File: src/bau_pkg.sv
package bau_pkg;

   // Field and register widths
   localparam int SCALE_W = 10;
   localparam int TIMER_W = 16;
   localparam int TICK_W  = 8;
   localparam int CSR_IDX_W  = 3;
   localparam int CSR_DATA_W = 16;
   localparam int LANES      = 4;

   localparam logic [SCALE_W-1:0] SCALE_MAX = 10'd1023;
   localparam logic [TIMER_W-1:0] TIMER_MAX = 16'd65535;

   // Register indexes of the configuration port
   localparam logic [CSR_IDX_W-1:0] CSR_ENABLE        = 3'd0;
   localparam logic [CSR_IDX_W-1:0] CSR_TANK_MODE     = 3'd1;
   localparam logic [CSR_IDX_W-1:0] CSR_TICK_MS       = 3'd2;
   localparam logic [CSR_IDX_W-1:0] CSR_HOLD_DELAY_MS = 3'd3;
   localparam logic [CSR_IDX_W-1:0] CSR_REPEAT_MS     = 3'd4;
   localparam logic [CSR_IDX_W-1:0] CSR_RELEASE_MS    = 3'd5;

   // Lane indexes: left up, left down, right up, right down
   localparam int LANE_LEFT_UP    = 0;
   localparam int LANE_LEFT_DOWN  = 1;
   localparam int LANE_RIGHT_UP   = 2;
   localparam int LANE_RIGHT_DOWN = 3;

   // Reset values of the timing registers
   localparam logic [TICK_W-1:0]  TICK_MS_RST       = 8'd10;
   localparam logic [TIMER_W-1:0] HOLD_DELAY_RST    = 16'd500;
   localparam logic [TIMER_W-1:0] REPEAT_MS_RST     = 16'd100;
   localparam logic [TIMER_W-1:0] RELEASE_DELAY_RST = 16'd250;

   typedef struct packed {
      logic [TICK_W-1:0]  tick_ms;
      logic [TIMER_W-1:0] hold_delay_ms;
      logic [TIMER_W-1:0] repeat_ms;
      logic [TIMER_W-1:0] release_delay_ms;
   } timing_cfg_type;

   typedef struct packed {
      logic step;
      logic save;
   } lane_result_type;

   // Saturating timer advance
   function automatic logic [TIMER_W-1:0] timer_add(input logic [TIMER_W-1:0] t,
                                                    input logic [TICK_W-1:0] tick);
      logic [TIMER_W:0] sum;
      sum = {1'b0, t} + {{(TIMER_W + 1 - TICK_W){1'b0}}, tick};
      if (sum > {1'b0, TIMER_MAX}) begin
         return TIMER_MAX;
      end
      return sum[TIMER_W-1:0];
   endfunction

   // Step up, saturating at the maximum scale
   function automatic logic [SCALE_W-1:0] scale_inc(input logic [SCALE_W-1:0] lvl);
      if (lvl < SCALE_MAX) begin
         return lvl + 1'b1;
      end
      return SCALE_MAX;
   endfunction

   // Step down, floored at zero
   function automatic logic [SCALE_W-1:0] scale_dec(input logic [SCALE_W-1:0] lvl);
      if (lvl != '0) begin
         return lvl - 1'b1;
      end
      return lvl;
   endfunction

endpackage

File: src/bau_if.sv
interface bau_req_if;
   logic valid;
   logic ready;
   logic left_up;
   logic left_down;
   logic right_up;
   logic right_down;

   modport source (output valid, output left_up, output left_down,
                   output right_up, output right_down, input ready);
   modport sink   (input valid, input left_up, input left_down,
                   input right_up, input right_down, output ready);
endinterface

interface bau_rsp_if;
   logic                        valid;
   logic                        ready;
   logic [bau_pkg::SCALE_W-1:0] left_scale;
   logic [bau_pkg::SCALE_W-1:0] right_scale;
   logic                        save_left;
   logic                        save_right;

   modport source (output valid, output left_scale, output right_scale,
                   output save_left, output save_right, input ready);
   modport sink   (input valid, input left_scale, input right_scale,
                   input save_left, input save_right, output ready);
endinterface

interface bau_csr_if;
   logic                           valid;
   logic                           ready;
   logic [bau_pkg::CSR_IDX_W-1:0]  index;
   logic [bau_pkg::CSR_DATA_W-1:0] data;

   modport source (output valid, output index, output data, input ready);
   modport sink   (input valid, input index, input data, output ready);
endinterface

File: src/bau_lane.sv
module bau_lane (
   input  logic                    clock,
   input  logic                    reset,
   input  logic                    fire,
   input  logic                    active,
   input  logic                    pressed,
   input  bau_pkg::timing_cfg_type cfg,
   output bau_pkg::lane_result_type result
);
   import bau_pkg::*;

   logic               held_ff, held_in;
   logic               pending_ff, pending_in;
   logic [TIMER_W-1:0] hold_ff, hold_in;
   logic [TIMER_W-1:0] repeat_ff, repeat_in;
   logic [TIMER_W-1:0] release_ff, release_in;
   logic [TIMER_W-1:0] hold_adv, repeat_adv, release_adv;
   logic               step, save;

   assign hold_adv    = timer_add(hold_ff, cfg.tick_ms);
   assign repeat_adv  = timer_add(repeat_ff, cfg.tick_ms);
   assign release_adv = timer_add(release_ff, cfg.tick_ms);

   // Work out this tick's press, hold and release timing
   always_comb begin
      held_in    = held_ff;
      pending_in = pending_ff;
      hold_in    = hold_ff;
      repeat_in  = repeat_ff;
      release_in = release_ff;
      step       = 1'b0;
      save       = 1'b0;
      if (pressed && !held_ff) begin
         step       = 1'b1;
         held_in    = 1'b1;
         pending_in = 1'b1;
      end else if (pressed) begin
         hold_in = hold_adv;
         if (hold_adv > cfg.hold_delay_ms) begin
            if (repeat_adv > cfg.repeat_ms) begin
               step      = 1'b1;
               repeat_in = '0;
            end else begin
               repeat_in = repeat_adv;
            end
         end
      end else begin
         held_in = 1'b0;
         hold_in = '0;
         if (pending_ff) begin
            if (release_adv > cfg.release_delay_ms) begin
               release_in = '0;
               pending_in = 1'b0;
               save       = 1'b1;
            end else begin
               release_in = release_adv;
            end
         end
      end
   end

   // Drop everything when the lane is idle this tick
   assign result.step = step & active;
   assign result.save = save & active;

   // Advance lane state on each accepted tick while the lane is active
   always_ff @(posedge clock) begin
      if (reset) begin
         held_ff    <= 1'b0;
         pending_ff <= 1'b0;
         hold_ff    <= '0;
         repeat_ff  <= '0;
         release_ff <= '0;
      end else if (fire && active) begin
         held_ff    <= held_in;
         pending_ff <= pending_in;
         hold_ff    <= hold_in;
         repeat_ff  <= repeat_in;
         release_ff <= release_in;
      end
   end

endmodule

File: src/bau_merge.sv
module bau_merge (
   input  logic                     clock,
   input  logic                     reset,
   input  logic                     fire,
   input  bau_pkg::lane_result_type lane_res [bau_pkg::LANES],
   bau_rsp_if.source                rsp_ch,
   output logic                     out_free
);
   import bau_pkg::*;

   logic [SCALE_W-1:0] left_ff, left_in;
   logic [SCALE_W-1:0] right_ff, right_in;
   logic [SCALE_W-1:0] left_mid, right_mid;
   logic               valid_ff;
   logic               save_l_ff, save_r_ff;

   // Apply up then down for each side
   always_comb begin
      left_mid  = lane_res[LANE_LEFT_UP].step ? scale_inc(left_ff) : left_ff;
      left_in   = lane_res[LANE_LEFT_DOWN].step ? scale_dec(left_mid) : left_mid;
      right_mid = lane_res[LANE_RIGHT_UP].step ? scale_inc(right_ff) : right_ff;
      right_in  = lane_res[LANE_RIGHT_DOWN].step ? scale_dec(right_mid) : right_mid;
   end

   assign out_free = !valid_ff || rsp_ch.ready;

   // Hold scales; the scale registers also serve as the result beat
   always_ff @(posedge clock) begin
      if (reset) begin
         left_ff  <= '0;
         right_ff <= '0;
         valid_ff <= 1'b0;
      end else begin
         if (fire) begin
            left_ff  <= left_in;
            right_ff <= right_in;
            valid_ff <= 1'b1;
         end else if (rsp_ch.ready) begin
            valid_ff <= 1'b0;
         end
      end
   end

   // Save strobes of the beat
   always_ff @(posedge clock) begin
      if (fire) begin
         save_l_ff <= lane_res[LANE_LEFT_UP].save | lane_res[LANE_LEFT_DOWN].save;
         save_r_ff <= lane_res[LANE_RIGHT_UP].save | lane_res[LANE_RIGHT_DOWN].save;
      end
   end

   assign rsp_ch.valid       = valid_ff;
   assign rsp_ch.left_scale  = left_ff;
   assign rsp_ch.right_scale = right_ff;
   assign rsp_ch.save_left   = save_l_ff;
   assign rsp_ch.save_right  = save_r_ff;

endmodule

File: src/button_auto_repeat_scale_adjust_top.sv
// A result beat is presented in the cycle after its tick beat is accepted.
// Throughput: one tick per cycle when not stalled; four button lanes update in
//   parallel and one merge stage steps both scales in the same cycle.
// A new tick is taken whenever the result register is empty or being drained.
// Reset (synchronous, active high) clears scales, all lane timers and flags,
//   and loads the configuration defaults; no clearing pass is needed.
module button_auto_repeat_scale_adjust_top (
   input  logic       clock,
   input  logic       reset,
   bau_req_if.sink    req_ch,
   bau_rsp_if.source  rsp_ch,
   bau_csr_if.sink    csr_ch
);
   import bau_pkg::*;

   logic            enable_ff;
   logic            tank_ff;
   timing_cfg_type  cfg_ff;
   logic            fire;
   logic            out_free;
   logic [LANES-1:0] pressed;
   logic [LANES-1:0] active;
   lane_result_type lane_res [LANES];

   // Configuration writes are always taken
   assign csr_ch.ready = 1'b1;

   always_ff @(posedge clock) begin
      if (reset) begin
         enable_ff               <= 1'b0;
         tank_ff                 <= 1'b0;
         cfg_ff.tick_ms          <= TICK_MS_RST;
         cfg_ff.hold_delay_ms    <= HOLD_DELAY_RST;
         cfg_ff.repeat_ms        <= REPEAT_MS_RST;
         cfg_ff.release_delay_ms <= RELEASE_DELAY_RST;
      end else if (csr_ch.valid) begin
         case (csr_ch.index)
            CSR_ENABLE:        enable_ff <= csr_ch.data[0];
            CSR_TANK_MODE:     tank_ff <= csr_ch.data[0];
            CSR_TICK_MS:       cfg_ff.tick_ms <= csr_ch.data[TICK_W-1:0];
            CSR_HOLD_DELAY_MS: cfg_ff.hold_delay_ms <= csr_ch.data[TIMER_W-1:0];
            CSR_REPEAT_MS:     cfg_ff.repeat_ms <= csr_ch.data[TIMER_W-1:0];
            CSR_RELEASE_MS:    cfg_ff.release_delay_ms <= csr_ch.data[TIMER_W-1:0];
            default: begin
            end
         endcase
      end
   end

   assign req_ch.ready = out_free;
   assign fire         = req_ch.valid && out_free;

   // Gather button levels and lane enables
   always_comb begin
      pressed[LANE_LEFT_UP]    = req_ch.left_up;
      pressed[LANE_LEFT_DOWN]  = req_ch.left_down;
      pressed[LANE_RIGHT_UP]   = req_ch.right_up;
      pressed[LANE_RIGHT_DOWN] = req_ch.right_down;
      active[LANE_LEFT_UP]     = enable_ff;
      active[LANE_LEFT_DOWN]   = enable_ff;
      active[LANE_RIGHT_UP]    = enable_ff && !tank_ff;
      active[LANE_RIGHT_DOWN]  = enable_ff && !tank_ff;
   end

   for (genvar g = 0; g < LANES; g++) begin : g_lane
      bau_lane u_lane (
         .clock   (clock),
         .reset   (reset),
         .fire    (fire),
         .active  (active[g]),
         .pressed (pressed[g]),
         .cfg     (cfg_ff),
         .result  (lane_res[g])
      );
   end

   bau_merge u_merge (
      .clock    (clock),
      .reset    (reset),
      .fire     (fire),
      .lane_res (lane_res),
      .rsp_ch   (rsp_ch),
      .out_free (out_free)
   );

endmodule

File: src/flat_wrapper.sv
// flat-port wrapper written by rule: the top's interface ports become plain ports
module button_auto_repeat_scale_adjust_top_flat import bau_pkg::*;
  (clock, reset, req_ch_valid, req_ch_left_up, req_ch_left_down, req_ch_right_up, req_ch_right_down, req_ch_ready, rsp_ch_valid, rsp_ch_left_scale, rsp_ch_right_scale, rsp_ch_save_left, rsp_ch_save_right, rsp_ch_ready, csr_ch_valid, csr_ch_index, csr_ch_data, csr_ch_ready);
  bau_req_if req_ch_i ();
  bau_rsp_if rsp_ch_i ();
  bau_csr_if csr_ch_i ();
  input  logic clock;
  input  logic reset;
  input wire logic [$bits(req_ch_i.valid)-1:0] req_ch_valid;
  input wire logic [$bits(req_ch_i.left_up)-1:0] req_ch_left_up;
  input wire logic [$bits(req_ch_i.left_down)-1:0] req_ch_left_down;
  input wire logic [$bits(req_ch_i.right_up)-1:0] req_ch_right_up;
  input wire logic [$bits(req_ch_i.right_down)-1:0] req_ch_right_down;
  output wire logic [$bits(req_ch_i.ready)-1:0] req_ch_ready;
  output wire logic [$bits(rsp_ch_i.valid)-1:0] rsp_ch_valid;
  output wire logic [$bits(rsp_ch_i.left_scale)-1:0] rsp_ch_left_scale;
  output wire logic [$bits(rsp_ch_i.right_scale)-1:0] rsp_ch_right_scale;
  output wire logic [$bits(rsp_ch_i.save_left)-1:0] rsp_ch_save_left;
  output wire logic [$bits(rsp_ch_i.save_right)-1:0] rsp_ch_save_right;
  input wire logic [$bits(rsp_ch_i.ready)-1:0] rsp_ch_ready;
  input wire logic [$bits(csr_ch_i.valid)-1:0] csr_ch_valid;
  input wire logic [$bits(csr_ch_i.index)-1:0] csr_ch_index;
  input wire logic [$bits(csr_ch_i.data)-1:0] csr_ch_data;
  output wire logic [$bits(csr_ch_i.ready)-1:0] csr_ch_ready;
  assign req_ch_i.valid = req_ch_valid;
  assign req_ch_i.left_up = req_ch_left_up;
  assign req_ch_i.left_down = req_ch_left_down;
  assign req_ch_i.right_up = req_ch_right_up;
  assign req_ch_i.right_down = req_ch_right_down;
  assign req_ch_ready = req_ch_i.ready;
  assign rsp_ch_valid = rsp_ch_i.valid;
  assign rsp_ch_left_scale = rsp_ch_i.left_scale;
  assign rsp_ch_right_scale = rsp_ch_i.right_scale;
  assign rsp_ch_save_left = rsp_ch_i.save_left;
  assign rsp_ch_save_right = rsp_ch_i.save_right;
  assign rsp_ch_i.ready = rsp_ch_ready;
  assign csr_ch_i.valid = csr_ch_valid;
  assign csr_ch_i.index = csr_ch_index;
  assign csr_ch_i.data = csr_ch_data;
  assign csr_ch_ready = csr_ch_i.ready;
  button_auto_repeat_scale_adjust_top u_core (.clock(clock), .reset(reset), .req_ch(req_ch_i), .rsp_ch(rsp_ch_i), .csr_ch(csr_ch_i));
endmodule
File: config.mk
export PLATFORM = sky130hd
export DESIGN_NAME = button_auto_repeat_scale_adjust_top_flat
export DESIGN_NICKNAME = d
export VERILOG_FILES = /design/src/bau_pkg.sv /design/src/bau_if.sv /design/src/bau_lane.sv /design/src/bau_merge.sv /design/src/button_auto_repeat_scale_adjust_top.sv /design/src/flat_wrapper.sv
export SDC_FILE = /design/constraint.sdc
export NUM_CORES = 1
export LEC_CHECK = 0
export BUFFER_PORTS_ARGS = -buffer_cell sky130_fd_sc_hd__buf_2
export CAP_MARGIN = 10
export CORE_ASPECT_RATIO = 0.6
export CORE_UTILIZATION = 39
export DETAILED_ROUTE_END_ITERATION = 6
export PLACE_DENSITY = 0.53
export SYNTH_ARGS = -nofsm -noshare
export SYNTH_HDL_FRONTEND = slang
export SYNTH_HIERARCHICAL = 1
export SYNTH_SLANG_ARGS = --single-unit
File: constraint.sdc
create_clock -name clock -period 6.1 [get_ports clock]
set_input_delay 1.22 -clock clock [delete_from_list [all_inputs] [get_ports clock]]
set_output_delay 1.22 -clock clock [all_outputs]
set_load 0.02 [all_outputs]
==> reports/qor.csv <==
metric,value,unit
async_flop_share,0,
synth_nets,3353,
period_minus_slack,5.95,ns
cp.required,6.58,ns
wire_per_inst,19.9,um
synthesis.area,24200,um2
hp-class,reg -> reg,
path_clk_slew,0.06,ns
cts.sinks,281,
fin_cells,4037,
placementRows,70,
ant_nets,0,
cp-start-kind,flip-flop,
hold_buffers,0,
mostFrequentLayoutCell,ha_1,
slowest_stage,or4_4,
critPathArrivalTime,6.43,ns
gp_congestion,0.913,
clock-skew-final,0.0205,ns
htreeDepth,2,
final_cell_mix,"ha_1, dfxtp_1, nand2_1",
grt_util_all_layers,0.251,
drc,2,
crit_type,reg -> reg,
core_area,61000,um2
setup_violations,0,
timing.fmax,168,MHz
drtIter0Drc,2118,
firstDrtPassIters,7,
hold_ws,0.459,ns
overflow,0,
cts_buffers,34,
status,"complete, but fails checks",
fillers,6075,
ys_warn_count,6,
cts_tree,yes,
clock_latency,0.55,ns
layout-drive-gt1-share,0.155,
worst_setup_path_end_kind,flip-flop,
vdd_ir_drop_max,0.214,mV
portBuffers,51,
antenna_found_initial,2,
dieWidth,323,um
crit_fanout,5,
synthDistinctLibCells,115,
root_buffer,clkbuf_16,
grt_pass1_wl,124000,um
finalInstanceArea,27800,um2
synthCells,3021,
avgSynthCellArea,8.00,um2
antenna_cells,0,
max_cap_violations,0,
worst_pin_slew,1.24,ns
yosysSeqAreaShare,0.234,
area_delta_synth_final,15.1,%
grt_max_degree,90,
met1Wirelength,42700,um
power.density,159,nW/um2
highest-signal-layer,met5,
clk_path_buf_depth,3,
die_h,195,um
initial_core_util,0.396,
finalCritPeriodShare,0.976,
routed_via_density,5.74,
ys_seq_elements,281,
vias,23200,
place.detailed.hpwl,61200,um
die_area,63000,um2
place_area,26300,um2
leakage,12.8,nW
grt_pass1_vias,21000,
final_net_count,3518,
synth_enable_flop_cells,2,
slew_headroom,0.167,
failed_checks,design-rule violations,
crit_path_max_incr_delay,0.59,ns
dp.cells,3966,
ios,53,
slew_viol_final,0,
place_ws,-0.367,ns
final_core_util,0.455,
dr_wl_met3,6430,um
wl,80500,um
layout_setup_ws,0.149,ns
wl_met2,29900,um
yosys_most_used_dff,dfxtp_1,
hold_viol_final,0,
[report_power, final]
part / total (mW) / leakage [nW] / switching, mW / internal (mW)
sequential: 1.89 / 2.27 / 0.0346 / 1.85
combinational: 0.386 / 10.0 / 0.241 / 0.145
clock: 2.16 / 0.565 / 0.889 / 1.27
total: 4.43 / 12.8 / 1.16 / 3.27
[sequential cells by signal, summed over array words and instances (netlist names)]
| register | count |
|---|---|
| u_core/g_lane.u_lane/repeat_ff | 64 |
| u_core/u_merge/rsp_ch.save_right | 1 |
| u_core/g_lane.u_lane/held_ff | 4 |
| u_core/g_lane.u_lane/release_ff | 64 |
| u_core/u_merge/rsp_ch.left_scale | 10 |
| u_core/g_lane.u_lane/pending_ff | 4 |
| u_core/u_merge/rsp_ch.right_scale | 10 |
| u_core/u_merge/rsp_ch.save_left | 1 |
| u_core/u_merge/rsp_ch.valid | 1 |
| u_core/tank_ff | 1 |
| u_core/cfg_ff | 56 |
| u_core/g_lane.u_lane/hold_ff | 64 |
| u_core/enable_ff | 1 |
[per-layer routing]
layer | GRT usage | vias to the layer above
met5 | 0.0146 | -
met4 | 0.0467 | 2
met3 | 0.0506 | 88
met2 | 0.324 | 711
met1 | 0.410 | 11000
li1 | - | 11300
[metrics by stage]
step | TNS, ns | power, mW
2_1_floorplan | 0 | 2.14
3_3_place_gp | -1.34 | 2.29
5_1_grt | -0.177 | 4.60
3_5_place_dp | -2.77 | 2.30
4_1_cts | 0 | 4.47
6_report | 0 | 4.43
[critical path: cells and delay by family (launching register included)]
family | cells | cell delay (ns)
buf+inv | 3 | 0.27
flops | 1 | 0.36
fa+ha+maj | 4 | 1.04
compound gates | 8 | 1.66
mux | 2 | 0.60
simple gates | 10 | 1.92
[worst paths after layout]
path / startpoint / end / slack (ns) / cells after the start
worst min-delay path: u_core/g_lane[2].u_lane/release_ff[0] / u_core/g_lane[2].u_lane/release_ff[0] / 0.46 / 2
worst max register to register: u_core/cfg_ff[48] / u_core/u_merge/rsp_ch.left_scale[5] / 0.15 / 27
worst min register to register: u_core/g_lane[2].u_lane/release_ff[0] / u_core/g_lane[2].u_lane/release_ff[0] / 0.46 / 2
worst max-delay path: u_core/cfg_ff[48] / u_core/u_merge/rsp_ch.left_scale[5] / 0.15 / 27
[Yosys cell counts, types with 19 or more instances]
master    count  area [um2]
a31o_2       19         166
clkbuf_1     53         199
inv_1       260         976
dfxtp_1     279        5590
nand4_1      67         419
xor2_1       46         403
a21o_1       65         488
mux2i_1      78         781
o211ai_1     23         173
nand3_1      91         455
o21a_1       54         405
a211oi_1     48         360
o21ai_1      19        95.1
and2_1       20         125
ha_1        292        3650
nor2b_1      63         394
a31oi_1      26         163
a22o_1       61         534
xnor2_1      53         464
and3_1       53         332
nand2_1     268        1010
nor2_1      204         766
o21ai_0     138         691
buf_2        33         165
or2_2        23         144
nor3_1       42         210
a21oi_1     204        1020
a22o_2       26         260
nand2b_1     91         569
[layout make-up]
| class | instances | area [um2] | area share |
|---|---|---|---|
| Clock buffer | 48 | 1000 | 0.0361 |
| Clock inverter | 11 | 136 | 0.00490 |
| Inverter | 261 | 983 | 0.0354 |
| Multi-Input combinational cell | 2369 | 17300 | 0.621 |
| Sequential cell | 281 | 5650 | 0.203 |
| Tap cell | 828 | 1040 | 0.0373 |
| Timing Repair Buffer | 239 | 1730 | 0.0624 |
[timing repair]
| item | in CTS | in global routing |
|---|---|---|
| pin swaps | 0 | 27 |
| setup buffers | 0 | 11 |
| cloned | 0 | 0 |
| resized for setup | 11 | 68 |
| hold endpoints to repair | 0 | 0 |
| endpoints found under the setup margin | 16 | 20 |
[logic make-up (layout without fill, tap and decap cells)]
| kind of cell | count (synthesis) | after routing | synth area share |
|---|---|---|---|
| mux | 95 | 95 | 0.0402 |
| flops | 281 | 281 | 0.234 |
| buf+inv | 371 | 559 | 0.0641 |
| simple gates | 1029 | 1029 | 0.222 |
| other cells | 1 | 1 | 0.000155 |
| xor+xnor | 99 | 99 | 0.0359 |
| fa+ha+maj | 304 | 304 | 0.161 |
| compound gates | 841 | 841 | 0.242 |
No activity file was read; power rests on OpenSTA's default activity.
